`config.mk`:
```
export PLATFORM = sky130hd
export DESIGN_NAME = crt_residue_merge
export DESIGN_NICKNAME = d
export VERILOG_FILES = /design/src/hw/rtl/crm_pkg.sv /design/src/hw/rtl/crm_div.sv /design/src/hw/rtl/crt_residue_merge.sv
export SDC_FILE = /design/constraint.sdc
export NUM_CORES = 2
export LEC_CHECK = 0
export ABC_AREA = 1
export BUFFER_PORTS_ARGS = -buffer_cell sky130_fd_sc_hd__buf_2
export CAP_MARGIN = 20
export CORE_ASPECT_RATIO = 1.1
export CORE_MARGIN = 5
export CORE_UTILIZATION = 50
export CTS_CLUSTER_SIZE = 28
export DETAILED_ROUTE_END_ITERATION = 7
export PLACE_DENSITY = 0.69
export SLEW_MARGIN = 5
export SYNTH_ARGS = -nofsm -noshare
export SYNTH_HDL_FRONTEND = slang
export SYNTH_HIERARCHICAL = 1
export SYNTH_SLANG_ARGS = --single-unit
```
`constraint.sdc`:
```
create_clock -name clk -period 7.4 [get_ports clk]
set_clock_uncertainty 0.2 [all_clocks]
set_input_delay 1.11 -clock clk [delete_from_list [all_inputs] [get_ports clk]]
set_output_delay 1.11 -clock clk [all_outputs]
set_load 0.02 [all_outputs]
```
`src/hw/rtl/crm_pkg.sv`:
```
// crm_pkg: shared types and codes for the residue merge block.
// No dependencies; imported by crt_residue_merge.
package crm_pkg;

    typedef enum logic [3:0] {
        ST_IDLE,
        ST_A2,
        ST_GCD,
        ST_M,
        ST_CHK,
        ST_OVF,
        ST_D,
        ST_U,
        ST_U2,
        ST_EE_DIV,
        ST_EE_MUL,
        ST_T,
        ST_V,
        ST_OUT
    } crm_state_t;

    typedef logic [1:0] crm_status_t;

    localparam crm_status_t STATUS_OK          = 2'd0;
    localparam crm_status_t STATUS_NOT_COPRIME = 2'd1;
    localparam crm_status_t STATUS_INCONSISTENT = 2'd2;
    localparam crm_status_t STATUS_OVERFLOW    = 2'd3;

    // Register index taken from paddr[2]
    localparam logic REG_ALLOW_SHARED = 1'b0;

endpackage

```
`src/hw/rtl/crm_div.sv`:
```
// crm_div: restoring divider, one quotient bit per cycle.
// Standalone; used by crt_residue_merge for every quotient and remainder.
module crm_div #(
    parameter int W = 48
) (
    input  logic         clk,
    input  logic         rst_n,
    input  logic         go,
    input  logic [W-1:0] dividend,
    input  logic [W-1:0] divisor,
    output logic [W-1:0] quotient,
    output logic [W-1:0] remainder,
    output logic         done
);

    localparam int CW = $clog2(W + 1);

    logic [W-1:0]  rem_reg, rem_next;
    logic [W-1:0]  quo_reg, quo_next;
    logic [W-1:0]  dsr_reg, dsr_next;
    logic [CW-1:0] cnt_reg, cnt_next;
    logic          busy_reg, busy_next;
    logic          done_reg, done_next;
    logic [W:0]    shifted;
    logic [W:0]    trial;
    logic          fits;

    assign shifted = {rem_reg, quo_reg[W-1]};
    assign trial   = shifted - {1'b0, dsr_reg};
    assign fits    = (shifted >= {1'b0, dsr_reg});

    always_comb
    begin
        rem_next  = rem_reg;
        quo_next  = quo_reg;
        dsr_next  = dsr_reg;
        cnt_next  = cnt_reg;
        busy_next = busy_reg;
        done_next = 1'b0;
        if (go)
        begin
            rem_next  = '0;
            quo_next  = dividend;
            dsr_next  = divisor;
            cnt_next  = CW'(W);
            busy_next = 1'b1;
        end
        else if (busy_reg)
        begin
            // subtract the divisor where it fits, shift in the quotient bit
            rem_next = fits ? trial[W-1:0] : shifted[W-1:0];
            quo_next = {quo_reg[W-2:0], fits};
            cnt_next = cnt_reg - CW'(1);
            if (cnt_reg == CW'(1))
            begin
                busy_next = 1'b0;
                done_next = 1'b1;
            end
        end
    end

    always_ff @(posedge clk or negedge rst_n)
    begin
        if (!rst_n)
        begin
            cnt_reg  <= '0;
            busy_reg <= 1'b0;
            done_reg <= 1'b0;
        end
        else
        begin
            cnt_reg  <= cnt_next;
            busy_reg <= busy_next;
            done_reg <= done_next;
        end
    end

    always_ff @(posedge clk)
    begin
        rem_reg <= rem_next;
        quo_reg <= quo_next;
        dsr_reg <= dsr_next;
    end

    assign quotient  = quo_reg;
    assign remainder = rem_reg;
    assign done      = done_reg;

endmodule

```
`src/hw/rtl/crt_residue_merge.sv`:
```
// crt_residue_merge: incremental Chinese remainder merge, top level.
// Depends on crm_pkg (codes, state type) and crm_div (serial divider).
//
// Channel   Dir  Handshake            Payload
// in        in   in_valid / in_stall  start_req, residue, modulus
// out       out  out_valid / out_stall value, combined_modulus, status
// cfg       in   APB (psel/penable)   allow_shared_factor at address 0
//
// One transaction at a time. The serial divider, W = max(ACC_BITS, RES_BITS)
// bits wide, produces one quotient bit per cycle; a division also has start and
// done hand-offs. Plain and modular products are serial; modular ones run in
// double and add phases. A merge costs six divisions plus one per gcd step and
// one per extended Euclid step E, plus E + 1 modular products and two plain
// ones.
// Reset leaves the running congruence at value 0, modulus 1, coprime mode.
// in_stall is high from acceptance until the result enters the output register;
// a result held by out_stall does not block the next transaction's work.
module crt_residue_merge
    import crm_pkg::*;
#(
    parameter int RES_BITS = 20,
    parameter int ACC_BITS = 48
) (
    input  logic                clk,
    input  logic                rst_n,
    input  logic                psel,
    input  logic                penable,
    input  logic                pwrite,
    input  logic [2:0]          paddr,
    input  logic [31:0]         pwdata,
    output logic [31:0]         prdata,
    output logic                pready,
    input  logic                in_valid,
    output logic                in_stall,
    input  logic                start_req,
    input  logic [RES_BITS-1:0] residue,
    input  logic [RES_BITS-1:0] modulus,
    output logic                out_valid,
    input  logic                out_stall,
    output logic [ACC_BITS-1:0] value,
    output logic [ACC_BITS-1:0] combined_modulus,
    output logic [1:0]          status
);

    localparam int WW  = (ACC_BITS > RES_BITS) ? ACC_BITS : RES_BITS;
    localparam int PW  = WW + RES_BITS;
    localparam int BCW = $clog2(RES_BITS + 1);
    localparam int R   = RES_BITS;

    crm_state_t state_reg, state_next;

    // configuration
    logic cfg_allow_reg;

    // running congruence
    logic [ACC_BITS-1:0] run_val_reg, run_val_next;
    logic [ACC_BITS-1:0] run_mod_reg, run_mod_next;

    // working operands
    logic [WW-1:0] n1_reg, n1_next;
    logic [WW-1:0] a1_reg, a1_next;
    logic [WW-1:0] n2_reg, n2_next;
    logic [WW-1:0] a2_reg, a2_next;
    logic [WW-1:0] gb_reg, gb_next;
    logic [WW-1:0] g_reg, g_next;
    logic [WW-1:0] q_reg, q_next;
    logic [ACC_BITS-1:0] z_reg, z_next;
    logic [R-1:0]  m_reg, m_next;
    logic [R-1:0]  d_reg, d_next;
    logic [R-1:0]  r1_reg, r1_next;
    logic [R-1:0]  nr_reg, nr_next;
    logic [R-1:0]  t0_reg, t0_next;
    logic [R-1:0]  t1_reg, t1_next;
    crm_status_t   st_reg, st_next;

    // serial multipliers
    logic [PW-1:0]  prod_reg, prod_next;
    logic [R-1:0]   mul_y_reg, mul_y_next;
    logic [R-1:0]   mm_acc_reg, mm_acc_next;
    logic [R-1:0]   mm_x_reg, mm_x_next;
    logic           mm_ph_reg, mm_ph_next;
    logic [BCW-1:0] cnt_reg, cnt_next;

    // divider port
    logic          div_go_reg, div_go_next;
    logic [WW-1:0] div_a_reg, div_a_next;
    logic [WW-1:0] div_b_reg, div_b_next;
    logic [WW-1:0] div_q, div_r;
    logic          div_done;

    // output register
    logic                out_valid_reg, out_valid_next;
    logic [ACC_BITS-1:0] out_val_reg, out_val_next;
    logic [ACC_BITS-1:0] out_mod_reg, out_mod_next;
    crm_status_t         out_st_reg, out_st_next;

    // helpers
    logic [WW-1:0] diff;
    logic [R:0]    mm_sum;
    logic [R:0]    mm_red;
    logic [R:0]    ee_nt;
    logic [PW-1:0] prod_step;
    logic [WW-1:0] vsum;
    logic          cfg_wr;

    crm_div #(.W(WW)) u_div (
        .clk       (clk),
        .rst_n     (rst_n),
        .go        (div_go_reg),
        .dividend  (div_a_reg),
        .divisor   (div_b_reg),
        .quotient  (div_q),
        .remainder (div_r),
        .done      (div_done)
    );

    // APB: always ready, one register
    assign pready = 1'b1;
    assign cfg_wr = psel && penable && pwrite && (paddr[2] == REG_ALLOW_SHARED);
    assign prdata = (paddr[2] == REG_ALLOW_SHARED) ? {31'd0, cfg_allow_reg} : 32'd0;

    always_ff @(posedge clk or negedge rst_n)
    begin
        if (!rst_n)
            cfg_allow_reg <= 1'b0;
        else if (cfg_wr)
            cfg_allow_reg <= pwdata[0];
    end

    assign diff = (a1_reg > a2_reg) ? (a1_reg - a2_reg) : (a2_reg - a1_reg);

    // modular step: double in phase 0, add x in phase 1, reduce once
    assign mm_sum = mm_ph_reg ? ({1'b0, mm_acc_reg} + (mul_y_reg[R-1] ? {1'b0, mm_x_reg} : '0))
                              : {mm_acc_reg, 1'b0};
    assign mm_red = (mm_sum >= {1'b0, m_reg}) ? (mm_sum - {1'b0, m_reg}) : mm_sum;

    // t0 - p modulo m, p taken from the modular accumulator
    assign ee_nt = (t0_reg >= mm_acc_reg) ? ({1'b0, t0_reg} - {1'b0, mm_acc_reg})
                                          : ({1'b0, t0_reg} + {1'b0, m_reg} - {1'b0, mm_acc_reg});

    assign prod_step = {prod_reg[PW-2:0], 1'b0} + (mul_y_reg[R-1] ? PW'(n1_reg) : '0);
    assign vsum      = prod_reg[WW-1:0] + a1_reg;

    always_comb
    begin
        state_next    = state_reg;
        run_val_next  = run_val_reg;
        run_mod_next  = run_mod_reg;
        n1_next       = n1_reg;
        a1_next       = a1_reg;
        n2_next       = n2_reg;
        a2_next       = a2_reg;
        gb_next       = gb_reg;
        g_next        = g_reg;
        q_next        = q_reg;
        z_next        = z_reg;
        m_next        = m_reg;
        d_next        = d_reg;
        r1_next       = r1_reg;
        nr_next       = nr_reg;
        t0_next       = t0_reg;
        t1_next       = t1_reg;
        st_next       = st_reg;
        prod_next     = prod_reg;
        mul_y_next    = mul_y_reg;
        mm_acc_next   = mm_acc_reg;
        mm_x_next     = mm_x_reg;
        mm_ph_next    = mm_ph_reg;
        cnt_next      = cnt_reg;
        div_go_next   = 1'b0;
        div_a_next    = div_a_reg;
        div_b_next    = div_b_reg;
        out_valid_next = (out_valid_reg && !out_stall) ? 1'b0 : out_valid_reg;
        out_val_next  = out_val_reg;
        out_mod_next  = out_mod_reg;
        out_st_next   = out_st_reg;

        unique case (state_reg)
            ST_IDLE:
            begin
                if (in_valid)
                begin
                    n2_next = (modulus == '0) ? WW'(1) : WW'(modulus);
                    a1_next = start_req ? '0 : WW'(run_val_reg);
                    n1_next = (start_req || run_mod_reg == '0) ? WW'(1) : WW'(run_mod_reg);
                    st_next = STATUS_OK;
                    // reduce the residue modulo the new modulus
                    div_go_next = 1'b1;
                    div_a_next  = WW'(residue);
                    div_b_next  = (modulus == '0) ? WW'(1) : WW'(modulus);
                    state_next  = ST_A2;
                end
            end
            ST_A2:
            begin
                if (div_done)
                begin
                    a2_next     = div_r;
                    gb_next     = n2_reg;
                    div_go_next = 1'b1;
                    div_a_next  = n1_reg;
                    div_b_next  = n2_reg;
                    state_next  = ST_GCD;
                end
            end
            ST_GCD:
            begin
                if (div_done)
                begin
                    gb_next = div_r;
                    div_go_next = 1'b1;
                    if (div_r == '0)
                    begin
                        g_next     = gb_reg;
                        div_a_next = n2_reg;
                        div_b_next = gb_reg;
                        state_next = ST_M;
                    end
                    else
                    begin
                        div_a_next = gb_reg;
                        div_b_next = div_r;
                    end
                end
            end
            ST_M:
            begin
                if (div_done)
                begin
                    m_next = div_q[R-1:0];
                    if (!cfg_allow_reg && g_reg != WW'(1))
                    begin
                        st_next    = STATUS_NOT_COPRIME;
                        state_next = ST_OUT;
                    end
                    else
                    begin
                        div_go_next = 1'b1;
                        div_a_next  = diff;
                        div_b_next  = g_reg;
                        state_next  = ST_CHK;
                    end
                end
            end
            ST_CHK:
            begin
                if (div_done)
                begin
                    if (div_r != '0)
                    begin
                        st_next    = STATUS_INCONSISTENT;
                        state_next = ST_OUT;
                    end
                    else
                    begin
                        q_next     = div_q;
                        prod_next  = '0;
                        mul_y_next = m_reg;
                        cnt_next   = BCW'(R);
                        state_next = ST_OVF;
                    end
                end
            end
            ST_OVF:
            begin
                if (cnt_reg != '0)
                begin
                    prod_next  = prod_step;
                    mul_y_next = {mul_y_reg[R-2:0], 1'b0};
                    cnt_next   = cnt_reg - BCW'(1);
                end
                else if (prod_reg[PW-1:ACC_BITS] != '0)
                begin
                    st_next    = STATUS_OVERFLOW;
                    state_next = ST_OUT;
                end
                else
                begin
                    z_next      = prod_reg[ACC_BITS-1:0];
                    div_go_next = 1'b1;
                    div_a_next  = q_reg;
                    div_b_next  = WW'(m_reg);
                    state_next  = ST_D;
                end
            end
            ST_D:
            begin
                if (div_done)
                begin
                    // negate the difference modulo m when a2 lies below a1
                    if (a2_reg >= a1_reg || div_r == '0)
                        d_next = div_r[R-1:0];
                    else
                        d_next = m_reg - div_r[R-1:0];
                    div_go_next = 1'b1;
                    div_a_next  = n1_reg;
                    div_b_next  = g_reg;
                    state_next  = ST_U;
                end
            end
            ST_U:
            begin
                if (div_done)
                begin
                    div_go_next = 1'b1;
                    div_a_next  = div_q;
                    div_b_next  = WW'(m_reg);
                    state_next  = ST_U2;
                end
            end
            ST_U2:
            begin
                if (div_done)
                begin
                    r1_next = div_r[R-1:0];
                    t0_next = '0;
                    t1_next = (m_reg == R'(1)) ? '0 : R'(1);
                    if (div_r == '0)
                    begin
                        // no inverse step: the inverse is zero
                        mm_acc_next = '0;
                        mm_x_next   = d_reg;
                        mul_y_next  = '0;
                        mm_ph_next  = 1'b0;
                        cnt_next    = BCW'(R);
                        state_next  = ST_T;
                    end
                    else
                    begin
                        div_go_next = 1'b1;
                        div_a_next  = WW'(m_reg);
                        div_b_next  = div_r;
                        state_next  = ST_EE_DIV;
                    end
                end
            end
            ST_EE_DIV:
            begin
                if (div_done)
                begin
                    nr_next     = div_r[R-1:0];
                    mm_x_next   = (div_q == WW'(m_reg)) ? '0 : div_q[R-1:0];
                    mm_acc_next = '0;
                    mul_y_next  = t1_reg;
                    mm_ph_next  = 1'b0;
                    cnt_next    = BCW'(R);
                    state_next  = ST_EE_MUL;
                end
            end
            ST_EE_MUL:
            begin
                if (cnt_reg != '0)
                begin
                    mm_acc_next = mm_red[R-1:0];
                    mm_ph_next  = !mm_ph_reg;
                    if (mm_ph_reg)
                    begin
                        mul_y_next = {mul_y_reg[R-2:0], 1'b0};
                        cnt_next   = cnt_reg - BCW'(1);
                    end
                end
                else
                begin
                    // advance the remainder and coefficient sequences
                    r1_next = nr_reg;
                    t0_next = t1_reg;
                    t1_next = ee_nt[R-1:0];
                    if (nr_reg == '0)
                    begin
                        mm_acc_next = '0;
                        mm_x_next   = d_reg;
                        mul_y_next  = t1_reg;
                        mm_ph_next  = 1'b0;
                        cnt_next    = BCW'(R);
                        state_next  = ST_T;
                    end
                    else
                    begin
                        div_go_next = 1'b1;
                        div_a_next  = WW'(r1_reg);
                        div_b_next  = WW'(nr_reg);
                        state_next  = ST_EE_DIV;
                    end
                end
            end
            ST_T:
            begin
                if (cnt_reg != '0)
                begin
                    mm_acc_next = mm_red[R-1:0];
                    mm_ph_next  = !mm_ph_reg;
                    if (mm_ph_reg)
                    begin
                        mul_y_next = {mul_y_reg[R-2:0], 1'b0};
                        cnt_next   = cnt_reg - BCW'(1);
                    end
                end
                else
                begin
                    prod_next  = '0;
                    mul_y_next = mm_acc_reg;
                    cnt_next   = BCW'(R);
                    state_next = ST_V;
                end
            end
            ST_V:
            begin
                if (cnt_reg != '0)
                begin
                    prod_next  = prod_step;
                    mul_y_next = {mul_y_reg[R-2:0], 1'b0};
                    cnt_next   = cnt_reg - BCW'(1);
                end
                else
                begin
                    run_val_next = vsum[ACC_BITS-1:0];
                    run_mod_next = z_reg;
                    state_next   = ST_OUT;
                end
            end
            ST_OUT:
            begin
                if (!out_valid_reg || !out_stall)
                begin
                    out_valid_next = 1'b1;
                    out_val_next   = run_val_reg;
                    out_mod_next   = run_mod_reg;
                    out_st_next    = st_reg;
                    state_next     = ST_IDLE;
                end
            end
            default:
            begin
                state_next = ST_IDLE;
            end
        endcase
    end

    always_ff @(posedge clk or negedge rst_n)
    begin
        if (!rst_n)
        begin
            state_reg     <= ST_IDLE;
            run_val_reg   <= '0;
            run_mod_reg   <= ACC_BITS'(1);
            cnt_reg       <= '0;
            mm_ph_reg     <= 1'b0;
            div_go_reg    <= 1'b0;
            out_valid_reg <= 1'b0;
        end
        else
        begin
            state_reg     <= state_next;
            run_val_reg   <= run_val_next;
            run_mod_reg   <= run_mod_next;
            cnt_reg       <= cnt_next;
            mm_ph_reg     <= mm_ph_next;
            div_go_reg    <= div_go_next;
            out_valid_reg <= out_valid_next;
        end
    end

    always_ff @(posedge clk)
    begin
        n1_reg     <= n1_next;
        a1_reg     <= a1_next;
        n2_reg     <= n2_next;
        a2_reg     <= a2_next;
        gb_reg     <= gb_next;
        g_reg      <= g_next;
        q_reg      <= q_next;
        z_reg      <= z_next;
        m_reg      <= m_next;
        d_reg      <= d_next;
        r1_reg     <= r1_next;
        nr_reg     <= nr_next;
        t0_reg     <= t0_next;
        t1_reg     <= t1_next;
        st_reg     <= st_next;
        prod_reg   <= prod_next;
        mul_y_reg  <= mul_y_next;
        mm_acc_reg <= mm_acc_next;
        mm_x_reg   <= mm_x_next;
        div_a_reg  <= div_a_next;
        div_b_reg  <= div_b_next;
        out_val_reg <= out_val_next;
        out_mod_reg <= out_mod_next;
        out_st_reg  <= out_st_next;
    end

    assign in_stall         = (state_reg != ST_IDLE);
    assign out_valid        = out_valid_reg;
    assign value            = out_val_reg;
    assign combined_modulus = out_mod_reg;
    assign status           = out_st_reg;

endmodule
```
==> run summary <==
Root Driver: clkbuf_16
Pwr Density: 159 mW/mm^2
WP data arrival: 6.06 ns
Cts hold-fix bufs: 0
Commonest cells after routing, fill and taps aside: nand2_1 (2808), inv_1 (1588), nor2_1 (899), edfxtp_1 (896), nand3_1 (539)
Mean area per synthesized cell: 7.51 um^2
Worst path depth: 26
Initial antenna violation count: 11
Sum Neg Setup Slack: 0 ns
Chip Width: 370 um
Largest net degree at the start of global routing: 81
CP peak stage delay: 0.69 ns
Worst Path Required: 7.74 ns
First-pass GRT wire length: 413000 um
Share of layout cells above drive strength 1: 5.62%
# DRC: 0
Worst min-delay path class: in -> async
Period utilization: 77.3%
Highest-delay cell along the critical path: edfxtp_1
Drt via density: 5.68
Asr flop ratio synth: 11.0%
Reg2reg path depth: 26
RSZ-0062 raised after global routing: false
Routed WL: 289000 um
Status: complete, no violations
Mapped Area: 0.0712 mm^2
Worst-Skew Late Latency: 0.80 ns
WL per Instance: 24.9 um
Fin area: 0.0778 mm^2
# setup viols final: 0
Starting Density: 50.2%
Distinct cell type count after synthesis: 67
Reg2reg setup slack: 1.68 ns
Fin. Hold Viols: 0
CTS Buf Count: 111
Die Y: 406 um
Vias in the first global route: 61500
Number of H-tree levels: 3
Minimum clock period: 5.72 ns
Max-slew headroom: 14.6%
#FFs+latches synth: 1061
All-Layer GR Usage: 37.6%
Max cap viols: 0
Worst-case clock buffer depth: 3
Cells after Synth: 9481
Pre-antenna DRT Iters: 7
Detailed-route via count: 65900
Routability cong.: 1.05
Fmax: 175 MHz
Setup ws final: 1.68 ns
Slew Viols, Final: 0
Synth-to-layout area growth: 9.33%
FF-to-FF Start: mul_y_reg[19]
HPWL after detailed placement: 227000 um
Max reg flops: 68
Leak pwr: 36.5 nW
Post-layout power: 12.4 mW
GRT overflow: 0
Clk slew on worst S/H paths: 0.06 ns
Std cell rows: 145
Buf+Inv Stages, Crit Path: 3
Top cell by count, worst path: nand2_1
# IOs: 216
Seq/Total Area, Yosys: 43.3%
Clock Sinks: 1061
RR Endpoint: mm_acc_reg[17]
Leading cell type in the layout, fill and taps excluded: nand2_1
Dominant synthesized flop cell: edfxtp_1
Post_cts resized: 0
Tightest Pin Transition: 1.27 ns
IO buf count: 150
Crit start category: flop
Worst hold slack: 0.207 ns
Yosys warning total: 6
CTS tree: yes
Worst vdd ir: 0.218 mV
Total core area: 0.142 mm^2
Dpl cell area: 0.0740 mm^2
Crit Path Class: reg -> reg
Post-synth EDFFs: 896
Fillcell total: 13800
Crit-path max FO: 33
ANT nets after route: 0
Nets: 10000
Setup Fix Bufs, Post-CTS: 0
Delay-heaviest family, CP: simple AND/OR/NAND/NOR gates
Initial DRC Count: 8406
Pre-CTS WS: 1.71 ns
CP Capture Type: flop
Area of the die: 0.150 mm^2
Launch point of the worst path: mul_y_reg[19]
## worst max path at each step
stage | end | slack [ns]
2_1_floorplan | a1_reg[0] | 0.66
3_3_place_gp | mm_acc_reg[17] | 1.71
3_5_place_dp | mm_acc_reg[9] | 1.71
4_1_cts | mm_acc_reg[17] | 1.71
5_1_grt | mm_acc_reg[17] | 1.29
6_report | mm_acc_reg[17] | 1.68
## through the flow
step	util, %	std cells
2_1_floorplan	-	9511
6_report	54.9	11600
5_1_grt	54.9	11600
3_3_place_gp	52.1	11400
3_5_place_dp	52.1	11400
4_1_cts	54.8	11600
## power breakdown
group / switching (mW) / internal, mW / leakage [nW]
combinational: 0.0507 / 0.0119 / 25.6
clock: 2.59 / 3.36 / 1.82
sequential: 0.000233 / 6.40 / 9.10
## worst reg2reg max path, stage by stage, from the launching register on
cell      delay [ns]
edfxtp_1        0.69
nand2_1         0.17
inv_1           0.06
ha_1            0.26
fa_1            0.52
nand3_1         0.11
nand3_1         0.19
nand2_1         0.11
nand2_1         0.15
nand2_1         0.12
nand2_1         0.05
nand2_1         0.05
nand3_1         0.13
o21ai_0         0.30
inv_1           0.10
ha_1            0.36
a21oi_1         0.30
o21ai_0         0.15
a21oi_1         0.18
nand3_1         0.17
nand2_1         0.09
nand2_1         0.06
nand2_1         0.06
buf_4           0.34
nand2_1         0.32
nor2_1          0.17
nor2_1          0.07
## per-layer routing
| metal | vias up | routed length (um) | track usage, % |
|---|---|---|---|
| met1 | 30800 | 112000 | 48.1 |
| met2 | 3417 | 124000 | 56.9 |
| met4 | 4 | 27100 | 28.4 |
| met5 | - | 25 | 0 |
| li1 | 30900 | - | - |
| met3 | 754 | 26000 | 7.00 |
## synthesized netlist by cell type, drive strengths merged, types with 6 or more instances
cell type | count | area (um^2)
clkbuf | 157 | 597
ha | 339 | 4240
nand3 | 543 | 2750
o22ai | 18 | 113
nand4 | 194 | 1210
nand2 | 2825 | 10700
inv | 1616 | 6070
dfrtp | 116 | 2900
o311ai | 6 | 52.6
o21ai | 472 | 2370
a31oi | 39 | 244
nor3 | 96 | 513
a21o | 20 | 150
and3 | 6 | 37.5
nand3b | 22 | 165
nor2 | 939 | 3680
o21bai | 42 | 315
fa | 28 | 561
o21a | 19 | 143
buf | 126 | 778
o32ai | 10 | 87.6
xor2 | 104 | 911
o2111ai | 23 | 201
nor4 | 52 | 332
a21oi | 519 | 2610
a211oi | 16 | 120
or2 | 8 | 50.1
edfxtp | 896 | 26900
o211ai | 25 | 188
a22oi | 26 | 195
xnor2 | 81 | 709
dfxtp | 48 | 961
and2 | 11 | 71.3
a21boi | 7 | 52.6
## cell type report
cell class | instances | area (um^2) | area share (%)
multi-input cells | 6547 | 33200 | 42.6
flip-flops and latches | 1061 | 30800 | 39.6
inverters | 1620 | 6080 | 7.81
clock buffers | 150 | 3030 | 3.89
well taps | 1911 | 2390 | 3.07
repair buffers | 256 | 1550 | 1.99
clock inverters | 61 | 787 | 1.01
diodes | 8 | 20.0 | 0.0257
## logic make-up after synthesis
family,Yosys count,synth area share (%)
buffers and inverters,1903,10.5
xor gates and xnor gates,185,2.28
other,2,0.0105
AOI/OAI and AO/OA,1256,9.78
and+or+nand+nor,4707,27.5
DFF,1061,43.3
adders and majority gates,367,6.74
(Power assumes the default switching activity.)
